**config.mk**
```make
export PLATFORM = sky130hd
export DESIGN_NAME = lz_token_decompressor
export DESIGN_NICKNAME = d
export VERILOG_FILES = /design/src/rtl/lztd_pkg.sv /design/src/rtl/lztd_history.sv /design/src/rtl/lztd_packer.sv /design/src/rtl/lz_token_decompressor.sv
export SDC_FILE = /design/constraint.sdc
export NUM_CORES = 1
export LEC_CHECK = 0
export ABC_CLOCK_PERIOD_IN_PS = 9600
export BUFFER_PORTS_ARGS = -buffer_cell sky130_fd_sc_hd__buf_4
export CAP_MARGIN = 20
export CORE_MARGIN = 3
export CORE_UTILIZATION = 50
export DETAILED_ROUTE_END_ITERATION = 8
export GPL_TIMING_DRIVEN = 0
export PLACE_DENSITY = 0.66
export SLEW_MARGIN = 20
export SYNTH_ARGS = -nofsm -noshare
export SYNTH_HDL_FRONTEND = slang
export SYNTH_SLANG_ARGS = --single-unit
```
**constraint.sdc**
```tcl
create_clock -name clk_i -period 9.6 [get_ports clk_i]
set_input_delay 0.96 -clock clk_i [delete_from_list [all_inputs] [get_ports clk_i]]
set_output_delay 0.96 -clock clk_i [all_outputs]
set_load 0.01 [all_outputs]
```
**src/rtl/lztd_pkg.sv**
```systemverilog
// Shared types and constants of the LZ token decompressor.
package lztd_pkg;

  localparam int unsigned OUT_LANES_DEF = 8;
  localparam int unsigned CNT_W         = 4;
  localparam int unsigned HIST_DEPTH    = 128;
  localparam int unsigned HIST_AW       = 7;
  localparam int unsigned PROD_W        = 8;
  localparam int unsigned REM_W         = 9;
  localparam int unsigned MIN_MATCH     = 3;

  typedef enum logic [1:0] {
    PH_TAG  = 2'd0,
    PH_LEN  = 2'd1,
    PH_LIT  = 2'd2,
    PH_FAIL = 2'd3
  } phase_e;

  typedef enum logic [1:0] {
    ST_OK        = 2'd0,
    ST_TRUNC_REF = 2'd1,
    ST_BAD_OFF   = 2'd2,
    ST_TRUNC_LIT = 2'd3
  } status_e;

  typedef enum logic {
    ENG_IDLE = 1'b0,
    ENG_COPY = 1'b1
  } eng_state_e;

  typedef struct packed {
    logic [7:0] in_byte;
    logic       end_of_stream;
  } in_item_t;

  typedef struct packed {
    logic [63:0] out_word;
    logic [3:0]  byte_count;
    logic        run_last;
    logic        stream_done;
    status_e     status;
  } out_item_t;

  // Byte push and item close from the control into the packer.
  typedef struct packed {
    logic       push;
    logic [7:0] data;
    logic       close;
    logic       eos;
    status_e    status;
  } pk_req_t;

  // Packer state as seen by the control.
  typedef struct packed {
    logic             closing;
    logic             flush;
    logic [CNT_W-1:0] cnt_after;
  } pk_stat_t;

endpackage

```
**src/rtl/lztd_history.sv**
```systemverilog
// 128-byte history ring: one write and one registered read per cycle, with write forwarding.
module lztd_history
  import lztd_pkg::*;
(
  input  logic               clk_i,
  input  logic               rst_ni,
  input  logic               we_i,
  input  logic [HIST_AW-1:0] waddr_i,
  input  logic [7:0]         wdata_i,
  input  logic               re_i,
  input  logic [HIST_AW-1:0] raddr_i,
  output logic [7:0]         rdata_o
);

  logic [7:0] mem_q [HIST_DEPTH];
  logic [7:0] rd_q;
  logic [7:0] fwd_q;
  logic       hit_q;

  always_ff @(posedge clk_i) begin
    if (we_i) begin
      mem_q[waddr_i] <= wdata_i;
    end
  end

  always_ff @(posedge clk_i) begin
    if (re_i) begin
      rd_q  <= mem_q[raddr_i];
      fwd_q <= wdata_i;
    end
  end

  // A read that hits the entry written in the same cycle takes the new byte.
  always_ff @(posedge clk_i or negedge rst_ni) begin
    if (!rst_ni) begin
      hit_q <= 1'b0;
    end else if (re_i) begin
      hit_q <= we_i && (waddr_i == raddr_i);
    end
  end

  assign rdata_o = hit_q ? fwd_q : rd_q;

endmodule

```
**src/rtl/lztd_packer.sv**
```systemverilog
// Byte accumulator and output register that packs produced bytes into result beats.
module lztd_packer
  import lztd_pkg::*;
#(
  parameter int unsigned OUT_LANES = OUT_LANES_DEF
) (
  input  logic      clk_i,
  input  logic      rst_ni,
  input  pk_req_t   req_i,
  output pk_stat_t  stat_o,
  output logic      out_valid_o,
  input  logic      out_stall_i,
  output out_item_t out_data_o
);

  logic [7:0]       acc_q [OUT_LANES];
  logic [7:0]       acc_d [OUT_LANES];
  logic [CNT_W-1:0] cnt_q, cnt_d, base_cnt;
  logic             closing_q, closing_d;
  logic             eos_q;
  status_e          status_q;
  logic             out_valid_q, out_valid_d;
  out_item_t        out_q, out_d;
  logic             out_free, full, flush, emit;
  logic [63:0]      word;

  assign out_free = !out_valid_q || !out_stall_i;
  assign full     = (cnt_q == CNT_W'(OUT_LANES));

  always_comb begin
    word = '0;
    for (int i = 0; i < OUT_LANES; i++) begin
      if (CNT_W'(i) < cnt_q) begin
        word[8*i +: 8] = acc_q[i];
      end
    end
  end

  always_comb begin
    emit  = 1'b0;
    flush = 1'b0;
    if (closing_q) begin
      emit  = (cnt_q != '0) || eos_q;
      // drop an empty close that carries no stream end
      flush = emit ? out_free : 1'b1;
    end else if (full) begin
      emit  = 1'b1;
      flush = out_free;
    end
    emit = emit && flush;

    base_cnt  = flush ? '0 : cnt_q;
    cnt_d     = base_cnt + CNT_W'(req_i.push);
    closing_d = req_i.close || (closing_q && !flush);
    for (int i = 0; i < OUT_LANES; i++) begin
      acc_d[i] = acc_q[i];
      if (req_i.push && (base_cnt == CNT_W'(i))) begin
        acc_d[i] = req_i.data;
      end
    end

    out_d            = out_q;
    out_d.out_word   = word;
    out_d.byte_count = cnt_q;
    out_d.run_last   = closing_q;
    out_d.stream_done = closing_q && eos_q;
    out_d.status     = (closing_q && eos_q) ? status_q : ST_OK;

    out_valid_d = out_valid_q && out_stall_i;
    if (emit) begin
      out_valid_d = 1'b1;
    end
  end

  always_ff @(posedge clk_i or negedge rst_ni) begin
    if (!rst_ni) begin
      cnt_q       <= '0;
      closing_q   <= 1'b0;
      out_valid_q <= 1'b0;
    end else begin
      cnt_q       <= cnt_d;
      closing_q   <= closing_d;
      out_valid_q <= out_valid_d;
    end
  end

  always_ff @(posedge clk_i) begin
    acc_q <= acc_d;
    if (req_i.close) begin
      eos_q    <= req_i.eos;
      status_q <= req_i.status;
    end
    if (emit) begin
      out_q <= out_d;
    end
  end

  assign stat_o.closing   = closing_q;
  assign stat_o.flush     = flush;
  assign stat_o.cnt_after = base_cnt;
  assign out_valid_o      = out_valid_q;
  assign out_data_o       = out_q;

`ifndef SYNTHESIS
  a_cnt_bound: assert property (@(posedge clk_i) disable iff (!rst_ni)
    cnt_q <= CNT_W'(OUT_LANES))
    else $error("accumulator holds more bytes than lanes");

  a_no_overwrite: assert property (@(posedge clk_i) disable iff (!rst_ni)
    emit |-> (!out_valid_q || !out_stall_i))
    else $error("result beat overwritten while stalled");

  a_push_room: assert property (@(posedge clk_i) disable iff (!rst_ni)
    req_i.push |-> (base_cnt < CNT_W'(OUT_LANES)))
    else $error("byte pushed into a full accumulator");
`endif

endmodule

```
**src/rtl/lz_token_decompressor.sv**
```systemverilog
// Top level of the LZ token decompressor: token parser, copy engine and stream status.
// A literal byte reaches a result beat via the accumulator and the output register.
// Throughput: literal and tag beats are taken one per cycle while the output drains
// and no copy runs. A back-reference copies its length byte plus MIN_MATCH bytes,
// one per cycle through the history read port, holding a read until its byte fits.
// Reset clears parser, engine and packer control; the history ring is not cleared.
module lz_token_decompressor
  import lztd_pkg::*;
#(
  parameter int unsigned OUT_LANES = OUT_LANES_DEF
) (
  input  logic      clk_i,
  input  logic      rst_ni,
  input  logic      in_valid_i,
  output logic      in_stall_o,
  input  in_item_t  in_data_i,
  output logic      out_valid_o,
  input  logic      out_stall_i,
  output out_item_t out_data_o
);

  // Parser state
  phase_e             phase_q, phase_d;
  logic [6:0]         lit_rem_q, lit_rem_d;
  logic [6:0]         off_q, off_d;
  logic [HIST_AW-1:0] wp_q, wp_d;
  logic [PROD_W-1:0]  prod_q, prod_d;
  status_e            err_q, err_d;

  // Copy engine state
  eng_state_e         eng_q, eng_d;
  logic [REM_W-1:0]   rem_q, rem_d;
  logic [HIST_AW-1:0] src_q, src_d;
  logic               eos_pend_q, eos_pend_d;
  logic               inflight_q, last_q;

  logic               accept, ready, rd_en, lit_we, hist_we;
  logic [7:0]         hist_rdata;
  logic [CNT_W:0]     slots_used;
  pk_req_t            req;
  pk_stat_t           pk_stat;

  // Take a new beat only with the engine idle and any close flushing out.
  assign ready      = (eng_q == ENG_IDLE) && (!pk_stat.closing || pk_stat.flush);
  assign in_stall_o = !ready;
  assign accept     = in_valid_i && ready;

  // Issue a history read only when its byte is sure to fit in the accumulator.
  assign slots_used = {1'b0, pk_stat.cnt_after} + {{CNT_W{1'b0}}, inflight_q};
  assign rd_en      = (eng_q == ENG_COPY) && (rem_q != '0)
                      && (slots_used < (CNT_W+1)'(OUT_LANES));

  assign hist_we = lit_we || inflight_q;

  always_comb begin
    phase_d    = phase_q;
    lit_rem_d  = lit_rem_q;
    off_d      = off_q;
    wp_d       = wp_q;
    prod_d     = prod_q;
    err_d      = err_q;
    eng_d      = eng_q;
    rem_d      = rem_q;
    src_d      = src_q;
    eos_pend_d = eos_pend_q;
    lit_we     = 1'b0;
    req        = '0;

    // Copied byte returns: write it back at the head, advance and pack it.
    if (inflight_q) begin
      wp_d     = wp_q + 1'b1;
      prod_d   = (prod_q < PROD_W'(HIST_DEPTH)) ? prod_q + 1'b1 : prod_q;
      req.push = 1'b1;
      req.data = hist_rdata;
      if (last_q) begin
        eng_d      = ENG_IDLE;
        req.close  = 1'b1;
        req.eos    = eos_pend_q;
        req.status = err_q;
        if (eos_pend_q) begin
          phase_d   = PH_TAG;
          lit_rem_d = '0;
          off_d     = '0;
          wp_d      = '0;
          prod_d    = '0;
          err_d     = ST_OK;
        end
      end
    end

    if (rd_en) begin
      src_d = src_q + 1'b1;
      rem_d = rem_q - 1'b1;
    end

    if (accept) begin
      unique case (phase_q)
        PH_TAG: begin
          if (in_data_i.in_byte[7]) begin
            off_d   = in_data_i.in_byte[6:0];
            phase_d = PH_LEN;
            if (in_data_i.end_of_stream) begin
              err_d   = ST_TRUNC_REF;
              phase_d = PH_FAIL;
            end
          end else if (in_data_i.in_byte != '0) begin
            lit_rem_d = in_data_i.in_byte[6:0];
            phase_d   = PH_LIT;
            if (in_data_i.end_of_stream) begin
              err_d   = ST_TRUNC_LIT;
              phase_d = PH_FAIL;
            end
          end
          req.close = 1'b1;
        end
        PH_LEN: begin
          phase_d = PH_TAG;
          if ((off_q == '0) || ({1'b0, off_q} > prod_q)) begin
            err_d     = ST_BAD_OFF;
            phase_d   = PH_FAIL;
            req.close = 1'b1;
          end else begin
            eng_d      = ENG_COPY;
            rem_d      = {1'b0, in_data_i.in_byte} + REM_W'(MIN_MATCH);
            src_d      = wp_q - off_q;
            eos_pend_d = in_data_i.end_of_stream;
          end
        end
        PH_LIT: begin
          lit_we    = 1'b1;
          wp_d      = wp_q + 1'b1;
          prod_d    = (prod_q < PROD_W'(HIST_DEPTH)) ? prod_q + 1'b1 : prod_q;
          req.push  = 1'b1;
          req.data  = in_data_i.in_byte;
          lit_rem_d = lit_rem_q - 1'b1;
          if (lit_rem_d == '0) begin
            phase_d = PH_TAG;
          end else if (in_data_i.end_of_stream) begin
            err_d   = ST_TRUNC_LIT;
            phase_d = PH_FAIL;
          end
          req.close = 1'b1;
        end
        PH_FAIL: begin
          // drop the beat, only the stream end reports
          req.close = 1'b1;
        end
        default: begin
          req.close = 1'b1;
        end
      endcase
      req.eos    = in_data_i.end_of_stream;
      req.status = err_d;
      // Stream end closes here unless a copy still has to run.
      if (in_data_i.end_of_stream && (eng_d == ENG_IDLE)) begin
        phase_d   = PH_TAG;
        lit_rem_d = '0;
        off_d     = '0;
        wp_d      = '0;
        prod_d    = '0;
        err_d     = ST_OK;
      end
    end
  end

  always_ff @(posedge clk_i or negedge rst_ni) begin
    if (!rst_ni) begin
      phase_q    <= PH_TAG;
      lit_rem_q  <= '0;
      off_q      <= '0;
      wp_q       <= '0;
      prod_q     <= '0;
      err_q      <= ST_OK;
      eng_q      <= ENG_IDLE;
      rem_q      <= '0;
      src_q      <= '0;
      eos_pend_q <= 1'b0;
      inflight_q <= 1'b0;
      last_q     <= 1'b0;
    end else begin
      phase_q    <= phase_d;
      lit_rem_q  <= lit_rem_d;
      off_q      <= off_d;
      wp_q       <= wp_d;
      prod_q     <= prod_d;
      err_q      <= err_d;
      eng_q      <= eng_d;
      rem_q      <= rem_d;
      src_q      <= src_d;
      eos_pend_q <= eos_pend_d;
      inflight_q <= rd_en;
      last_q     <= rd_en && (rem_q == REM_W'(1));
    end
  end

  lztd_history u_history (
    .clk_i   (clk_i),
    .rst_ni  (rst_ni),
    .we_i    (hist_we),
    .waddr_i (wp_q),
    .wdata_i (inflight_q ? hist_rdata : in_data_i.in_byte),
    .re_i    (rd_en),
    .raddr_i (src_q),
    .rdata_o (hist_rdata)
  );

  lztd_packer #(
    .OUT_LANES (OUT_LANES)
  ) u_packer (
    .clk_i       (clk_i),
    .rst_ni      (rst_ni),
    .req_i       (req),
    .stat_o      (pk_stat),
    .out_valid_o (out_valid_o),
    .out_stall_i (out_stall_i),
    .out_data_o  (out_data_o)
  );

`ifndef SYNTHESIS
  a_inflight_copy: assert property (@(posedge clk_i) disable iff (!rst_ni)
    inflight_q |-> (eng_q == ENG_COPY))
    else $error("history read returned outside a copy");

  a_one_writer: assert property (@(posedge clk_i) disable iff (!rst_ni)
    !(lit_we && inflight_q))
    else $error("literal and copy write the history in one cycle");

  a_prod_bound: assert property (@(posedge clk_i) disable iff (!rst_ni)
    prod_q <= PROD_W'(HIST_DEPTH))
    else $error("produced count above history depth");

  a_copy_done: assert property (@(posedge clk_i) disable iff (!rst_ni)
    (inflight_q && last_q) |=> (eng_q == ENG_IDLE) && !inflight_q)
    else $error("copy engine busy after its last byte");
`endif

endmodule
```
==> results of run 1 <==
[metal layers]
metal,vias to the layer above,track usage (%)
met5,-,0
met3,419,8.12
met1,14326,36.8
li1,11040,-
met2,1957,44.0
met4,4,14.5
[kinds of logic after synthesis]
family | share of synthesized area (%)
multiplexers | 12.5
adder cells (fa/ha/maj) | 0.624
buffers and inverters | 1.74
flip-flops | 74.8
XOR/XNOR | 0.816
AND/OR/NAND/NOR | 5.32
AO/OA/AOI/OAI | 4.21
[power by group through the flow]
stage	registers [W]	clock network, W	logic [W]
final	0.00756	0.00485	0.00750
after global routing	0.00759	0.00511	0.00770
after CTS	0.00756	0.00489	0.00733
after detailed placement	0.00767	0	0.00730
after global placement	0.00841	0	0.00644
after floorplan	0.00803	0	0.00365
[worst min-delay path by stage]
stage | from | end | slack, ps | cells past startpoint
after floorplan | u_packer.cnt_q[1] | u_packer.out_data_o[5] | 450 | 0
after global placement | u_packer.cnt_q[1] | u_packer.out_data_o[5] | 490 | 0
after detailed placement | u_packer.cnt_q[1] | u_packer.out_data_o[5] | 500 | 0
after CTS | rst_ni | prod_q[1] | 340 | 1
after global routing | rst_ni | phase_q[1] | 350 | 1
final | rst_ni | phase_q[1] | 310 | 1
[registers in the layout (all words and copies together) (netlist names), 4 cells and up]
name	count
u_history.mem_q	1024
u_packer.out_data_o	72
u_packer.acc_q	64
rem_q	9
prod_q	8
u_history.fwd_q	8
u_history.rd_q	8
lit_rem_q	7
off_q	7
src_q	7
wp_q	7
u_packer.cnt_q	4
[per-stage QoR]
stage / TNS [ps] / area [µm²]
6_report: 0 / 56700
4_1_cts: 0 / 56700
3_3_place_gp: -3903640 / 51600
3_5_place_dp: 0 / 52700
2_1_floorplan: 0 / 49400
5_1_grt: 0 / 56700
[layout by cell type, fill, tap and decap left out, types with 10 or more instances in the layout]
cell type  synthesis  routed
edfxtp_1        1179    1179
mux4_2           247     247
nor2_1           180     180
clkbuf_16          0     133
buf_4             10      96
clkbuf_1          54      78
nand2_1           77      77
nor2b_1           67      67
dfrtp_1           60      60
buf_2             56      57
mux2i_1           44      44
a21oi_1           44      44
a22oi_1           42      42
nand3_1           40      40
clkinv_1           2      35
buf_16             0      34
inv_1             33      33
a22o_1            32      32
a221oi_1          28      28
xnor2_1           27      27
nor3_1            26      25
o22ai_1           24      24
ha_1              23      23
o21ai_0           35      20
xor2_1            19      19
and2_1            16      16
mux2_2            16      16
nand4_1           14      14
buf_6             13      13
o211ai_1          11      11
nor2_2            11      11
clkinv_2           0      11
nand2b_1          10      10
a211oi_1          10      10
[worst max-delay path: cells and delay by family, from the launching register on]
family	cells	cell delay, ps
buffers and inverters	3	1490
and+or+nand+nor	2	540
DFF	1	600
AOI/OAI and AO/OA	2	1100
muxes	1	410
[area by class of cell]
class | instances | area, µm² | area share (%)
Sequential cell | 1239 | 36900 | 65.0
Multi-Input combinational cell | 1175 | 11700 | 20.6
Clock buffer | 160 | 3430 | 6.04
Timing Repair Buffer | 123 | 1630 | 2.87
Tap cell | 1276 | 1600 | 2.81
Buffer | 139 | 731 | 1.29
Clock inverter | 66 | 612 | 1.08
Inverter | 35 | 131 | 0.232
Antenna cell | 2 | 5.00 | 0.00882
==> results summary, run 1 <==
The run finished with clean final reports. The most numerous cell on the critical path is buf_2. In the final layout, the share of cells above drive strength 1 is a little under a quarter. The total track usage came out at between 20 and 30%.

The routed wire length on met3 came out at between 15000 and 20000 µm. The filler cell count in the final layout is ~7200. For the pin with the worst max-slew slack, the measured transition is ~1300 ps.

The number of antenna-violating nets in the routed design is 0. The count of placed standard cells in the final layout, fillers left out came out at 4215. TritonCTS built the clock tree. Ranked by total cell area, the synthesized netlist is headed by edfxtp_1 72%, mux4_2 11%, dfrtp_1 3.0%, nor2_1 1.4%, mux2i_1 0.89%. STA puts the critical path data required time at 10050 ps. The count of unique library cells instantiated by Yosys came out at 83. The power density over the cells came out at about 350 mW/mm². The number of levels the H-tree was split into is 4. For this run, the leading register cell type out of synthesis is edfxtp_1.

The worst hold margin came out at roughly 300 ps. The final count of negative-setup-slack endpoints came out at 0. The largest net degree at the start of global routing came out at 61. The wire length per cell after detailed routing is about 34 µm. Synthesis produced 2588 cells.

The number of I/O pins came out at between 80 and 90. The share of total power dissipated in the clock network is around 24%. The largest individual stage delay along the critical path comes from the cell a221oi_1.

The remaining design rule violation count came out at 0. The area of the placeable core came out at around 0.097 mm². The setup skew after layout is 30.4 ps. The clock-pin slew of the registers on the worst-case setup and hold paths came out at ~60 ps. The most common cell in the synthesized netlist is edfxtp_1. During synthesis, Yosys emitted a total of 0 warnings. The wire length of the first global-routing pass is between 200000 and 250000 µm. Buffers placed on the I/O ports in this run total 84. The worst stage delay on the critical path came out at a little over 900 ps. The max-cap violation count came out at 0.

In this run the horizontal extent of the chip is about 320 µm. The global placer's final weighted congestion is 0.976. STA puts the critical path data arrival time at between 4000 and 5000 ps. Measured along the y axis, the die boundary spans 320 µm. Summed over all instances, the cell type with the most area after synthesis is edfxtp_1. Global routing finished with a remaining overflow of 0. Post-CTS repair changed the size of 0 cells. The routed metal-1 wirelength is 52200 µm. Clock tree synthesis selected as its root buffer the cell clkbuf_16. The switching share of power is between 30% and 40%. The highest attainable clock frequency came out at approximately 220 MHz.

The met2 routed wirelength is around 67000 µm. The synthesized design contains between 1000 and 1500 register bits. The part of the power in registers is 38.0%. The top routing layer in use is met5.

The synthesized net count came out at about 2600. The cell area that synthesis handed to floorplanning was roughly 0.049 mm². The HPWL after detailed placement is 96800 µm.

The site row count came out at 114. The launch point of the critical path is src_q[1]. The worst voltage drop across the vdd grid is roughly 190 µV.

The worst-case setup margin in the final layout came out at 5120 ps. The completed layout was analyzed and its total power is between 0.015 and 0.02 W. The number of hold-repair buffers added at the cts stage is 0.

The minimum clock period after layout came out at ~4500 ps. The worst pin sits at a relative slew slack of 14.5%. The number of clock sinks came out at 1239. The part of the Yosys area used for sequential elements came out at about three quarters. The via count of the first global-routing pass came to between 20000 and 30000.

The clock network latency to the later pin of the worst-skew pair is ~760 ps. Internal power comes to around 0.013 W. At the placement stage, the worst setup path has a slack of roughly 5300 ps.

STA classifies the critical path endpoint as a register. For this design the total switching power over the nets is approximately 0.0072 W. The number of DRC violations after detailed-routing iteration 0 came out at roughly 4000. The leakage component of the power came out at between 15 and 20 nW. The final cycle utilization of the critical path is roughly 47%. Measured in cells, the most critical reg-to-reg path has a length of 8. The fraction of registers with async set or reset after synthesis came out at 4.84%. The average cell area after synthesis came out at about 19 µm². The count of final max-slew check failures came to 0. The type of the worst setup path is register to register.

The number of post-CTS setup repair buffers is 0. The final layout net count came out at roughly 2900. The share of total power dissipated in combinational logic is around 38%. The top cell type's share of synthesized area is roughly 70%. The startpoint of the worst register-to-register path is src_q[1]. The first-pass iteration count of the detailed router is 8.

The layout overhead on the synthesized area is 15.0%. No sink is reached through more buffers than the 3 on the longest clock path. The number of enable flip-flop cells after synthesis is around 1200. In this run the worst hold path is classified as input port to async pin.

Setup repair after global routing left no endpoint under its margin. The largest fanout on the critical path is 10. The type of origin of the critical path is a register. The number of cells in the design after placement is approximately 4000. The number of antenna violations at the first check in global routing came out at 3. By count the netlist is led by 1179 x edfxtp_1, 247 x mux4_2, 180 x nor2_1, 77 x nand2_1, 67 x nor2b_1.

The effective utilization at floorplan came out at approximately half. Dividing the detail-routed via count by the number of cells gives about 6.6. The worst setup path endpoint is u_history.rd_q[1]. The routed layout has around 28000 vias. The die outline area came out at between 0.1 and 0.15 mm². The core occupancy in the finished layout is ~58%. In this run the critical register-to-register path is captured at u_history.rd_q[1]. The total clock buffers created by CTS came out at 130. The slack of the worst reg-to-reg path came out at 5120 ps. The final hold violation count is 0. The signal on the critical path passes through buf_4 > buf_2 > buf_2 > mux4_2 > a221oi_1 > o22ai_1 > nor3_1 > nor2_1. For this block, the routed nets add up to 144000 µm of wire.
Power figures use the tool's default switching activity.
==> run 2, diff against run 1 <==
--- a/config.mk
+++ b/config.mk
@@ -5,14 +5,14 @@
 export SDC_FILE = /design/constraint.sdc
 export NUM_CORES = 1
 export LEC_CHECK = 0
-export ABC_CLOCK_PERIOD_IN_PS = 9600
+export ABC_CLOCK_PERIOD_IN_PS = 3900
 export BUFFER_PORTS_ARGS = -buffer_cell sky130_fd_sc_hd__buf_4
 export CAP_MARGIN = 20
 export CORE_MARGIN = 3
 export CORE_UTILIZATION = 50
 export DETAILED_ROUTE_END_ITERATION = 8
 export GPL_TIMING_DRIVEN = 0
-export PLACE_DENSITY = 0.66
+export PLACE_DENSITY = 0.68
 export SLEW_MARGIN = 20
 export SYNTH_ARGS = -nofsm -noshare
 export SYNTH_HDL_FRONTEND = slang
==> constraint.sdc (replaced) <==
create_clock -name clk_i -period 3.9 [get_ports clk_i]
set_input_delay 0.39 -clock clk_i [delete_from_list [all_inputs] [get_ports clk_i]]
set_output_delay 0.39 -clock clk_i [all_outputs]
set_load 0.01 [all_outputs]
==> results summary, run 2 (synthesized netlist as in run 1, its figures left out) <==
The post-route total power came to 0.0493 W (+150%). The setup total negative slack is -1800 ps (-1800 ps). Traced cell by cell, the critical path runs through buf_6 > nor4_4 > a21o_4 > a31oi_4 > nor2_2 > nand3_1 > buf_2 > nor2_1. The largest net degree at the start of global routing is 61 (unchanged). The area of the placeable core came out at 0.0973 mm² (unchanged). The number of DRC violations after detailed-routing iteration 0 came to 4007 (-0.025%). The buffer levels on the longest clock path came to 3 (unchanged). The transition time at the pin with the least slew margin came out at 1200 ps (-85.2 ps).

Among all stages on the critical path, the largest delay is contributed by nor2_1. The clock-pin slew of the registers on the worst-case setup and hold paths came out at 70 ps (about the same). The number of antenna diodes came out at 0 (-2). The effective utilization at floorplan came out at 50.7% (unchanged). The number of post-CTS setup repair buffers is 0 (unchanged). The via count of the first global-routing pass is 27522 (-0.67%). The final cycle utilization of the critical path came out at 102% (+56 points). The minimum clock period after layout is 3980 ps (-496 ps). The number of clock sinks came to 1239 (unchanged).

The number of cells in the design after placement came to 3989 (+0.050%). The data arrival time of the critical path is 4330 ps (-600 ps). The final layout net count is 2876 (-0.14%). The final hold violation count was 0 (unchanged). The worst setup path is of the register to register kind.

The worst setup path is captured at a register. The count of input and output buffers is 84 (unchanged). The die outline area was 0.103 mm² (unchanged). The layout overhead on the synthesized area came out at 15.6%. The site row count came out at 114 (unchanged).

Setup repair after global routing could not meet its margin everywhere. The number of antenna-violating nets in the routed design came to 0 (unchanged). The wire length of the first global-routing pass is 203000 µm (-0.29%). The max-cap violation count is 0 (unchanged). The final reports fail on negative setup slack. The count of vias placed by the detailed router came out at 27730 (-0.058%). The most frequent standard cell in the layout excluding fill and tap cells is edfxtp_1. The leakage component of the power came out at 18.6 nW (+0.61%).

The number of I/O pins is 87 (unchanged). The final count of negative-setup-slack endpoints came out at 40 (+40). The core occupancy in the finished layout is 58.6% (+0.32 points).

The number of flip-flops in the largest register came out at 1024 (unchanged). The count of placed standard cells in the final layout, fillers left out came out at 4220 (+0.12%). The layout cell share with drive strength beyond 1 is 24.8% (+1.6 points).

The filler cell count in the final layout came out at 7051 (-1.7%). The worst voltage drop across the vdd grid was 500 µV (+170%). STA classifies the critical path startpoint as a register. The ratio of routed vias to standard cells came out at 6.57 (-0.18%). The number of antenna violations at the first check in global routing came to 0 (-3). The total clock buffers created by CTS is 120 (-7.7%). The count of final max-slew check failures is 0 (unchanged).

The min-delay analysis places its worst path in the category input port to register. The combined buffer and inverter count along the critical path was 2 (-1). The worst stage delay on the critical path is 730 ps (-180 ps).

The area of the multi-input gates is 0.0118 mm² (+0.61%). The setup skew after layout came out at 38.7 ps (+8.25 ps). The chip height was 320 µm (unchanged). The worst-case setup margin in the final layout came out at -85.0 ps (-5200 ps). The die outline width is 320 µm (unchanged). The remaining design rule violation count came out at 0 (unchanged). The total track usage came out at 28.0% (-0.34 points). The tree is rooted in a clkbuf_16. In the layout the commonest cells are 1179 x edfxtp_1, 247 x mux4_2, 161 x nor2_1.

The top cell family by delay on the critical path is simple AND/OR/NAND/NOR gates. The first-pass iteration count of the detailed router came to 8 (unchanged). The CTS tree is yes. The global placer's final weighted congestion was 0.975 (-0.12%). The max-slew headroom at the worst pin came out at 20.2% (+5.7 points).

The post-detailed-routing wire length is 143000 µm (-1.1%). The required time of the critical path is 4250 ps (-5800 ps). The largest fanout on the critical path came to 10 (unchanged). The footprint of the flip-flops and latches is 0.0369 mm² (unchanged). The final HPWL from detailed placement is 96700 µm (about the same).

The highest attainable clock frequency came to 251 MHz (+12%). The remaining global-route overflow came out at 0 (unchanged). The worst slack after detailed placement is -329 ps (-5630 ps).

The number of levels the H-tree was split into was 3 (-1). The largest register by flop count is u_history.mem_q. The clock network latency to the later pin of the worst-skew pair was 740 ps (-20 ps).

The run finished, with violations left. The wire length per cell after detailed routing came out at 33.8 µm (-1.2%). The power density over the cells came out at 864 mW/mm² (+150%).
run 2: cell type report:
cell class / count / area share (%)
repair buffers: 131 / 2.99
flip-flops and latches: 1239 / 64.7
clock inverters: 83 / 1.74
clock buffers: 144 / 5.60
inverters: 35 / 0.230
multi-input cells: 1175 / 20.6
well taps: 1276 / 2.80
plain buffers: 137 / 1.30
run 2: per-stage QoR:
step | hold slack (ps) | area [µm²]
after floorplan | 94.4 | 49400
after global placement | 490 | 51600
after detailed placement | 479 | 52700
after CTS | 1.21 | 57000
after global routing | 14.8 | 57100
final | 37.5 | 57100
run 2: final timing paths:
check / start / to / slack, ps / depth (start not counted)
worst max-delay path: u_packer.cnt_q[1] / u_history.mem_q[73][7] / -80 / 8
worst min-delay path: in_data_i[2] / off_q[1] / 40 / 2
worst max register to register: u_packer.cnt_q[1] / u_history.mem_q[73][7] / -80 / 8
worst min register to register: u_packer.cnt_q[1] / u_packer.out_data_o[5] / 480 / 0
max in group asynchronous: rst_ni / u_packer.cnt_q[1] / 3010 / 2
min in group asynchronous: rst_ni / lit_rem_q[3] / 300 / 2
run 2: worst register-to-register path, stage by stage, from the launching register on:
cell and delay [ps]:
dfrtp_1 390, buf_6 140, nor4_4 480, a21o_4 240
a31oi_4 150, nor2_2 210, nand3_1 670, buf_2 600
nor2_1 740
run 2: report_power, final:
| part | switching, W | internal (W) |
|---|---|---|
| sequential | 0.000500 | 0.0181 |
| combinational | 0.0122 | 0.00631 |
| clock | 0.00503 | 0.00718 |
run 2: routing by layer:
metal	GRT usage [%]	vias up	part of all wire, %
li1	-	11034	-
met1	37.1	14356	36
met2	43.2	1911	46
met3	6.75	429	11
met4	15.3	0	6.4
met5	0	-	0
run 2: repair_timing:
action,CTS,global route
resized for setup,9,24
endpoints found under the hold margin,65,0
setup endpoints to repair,28,213
hold buffers,6,0
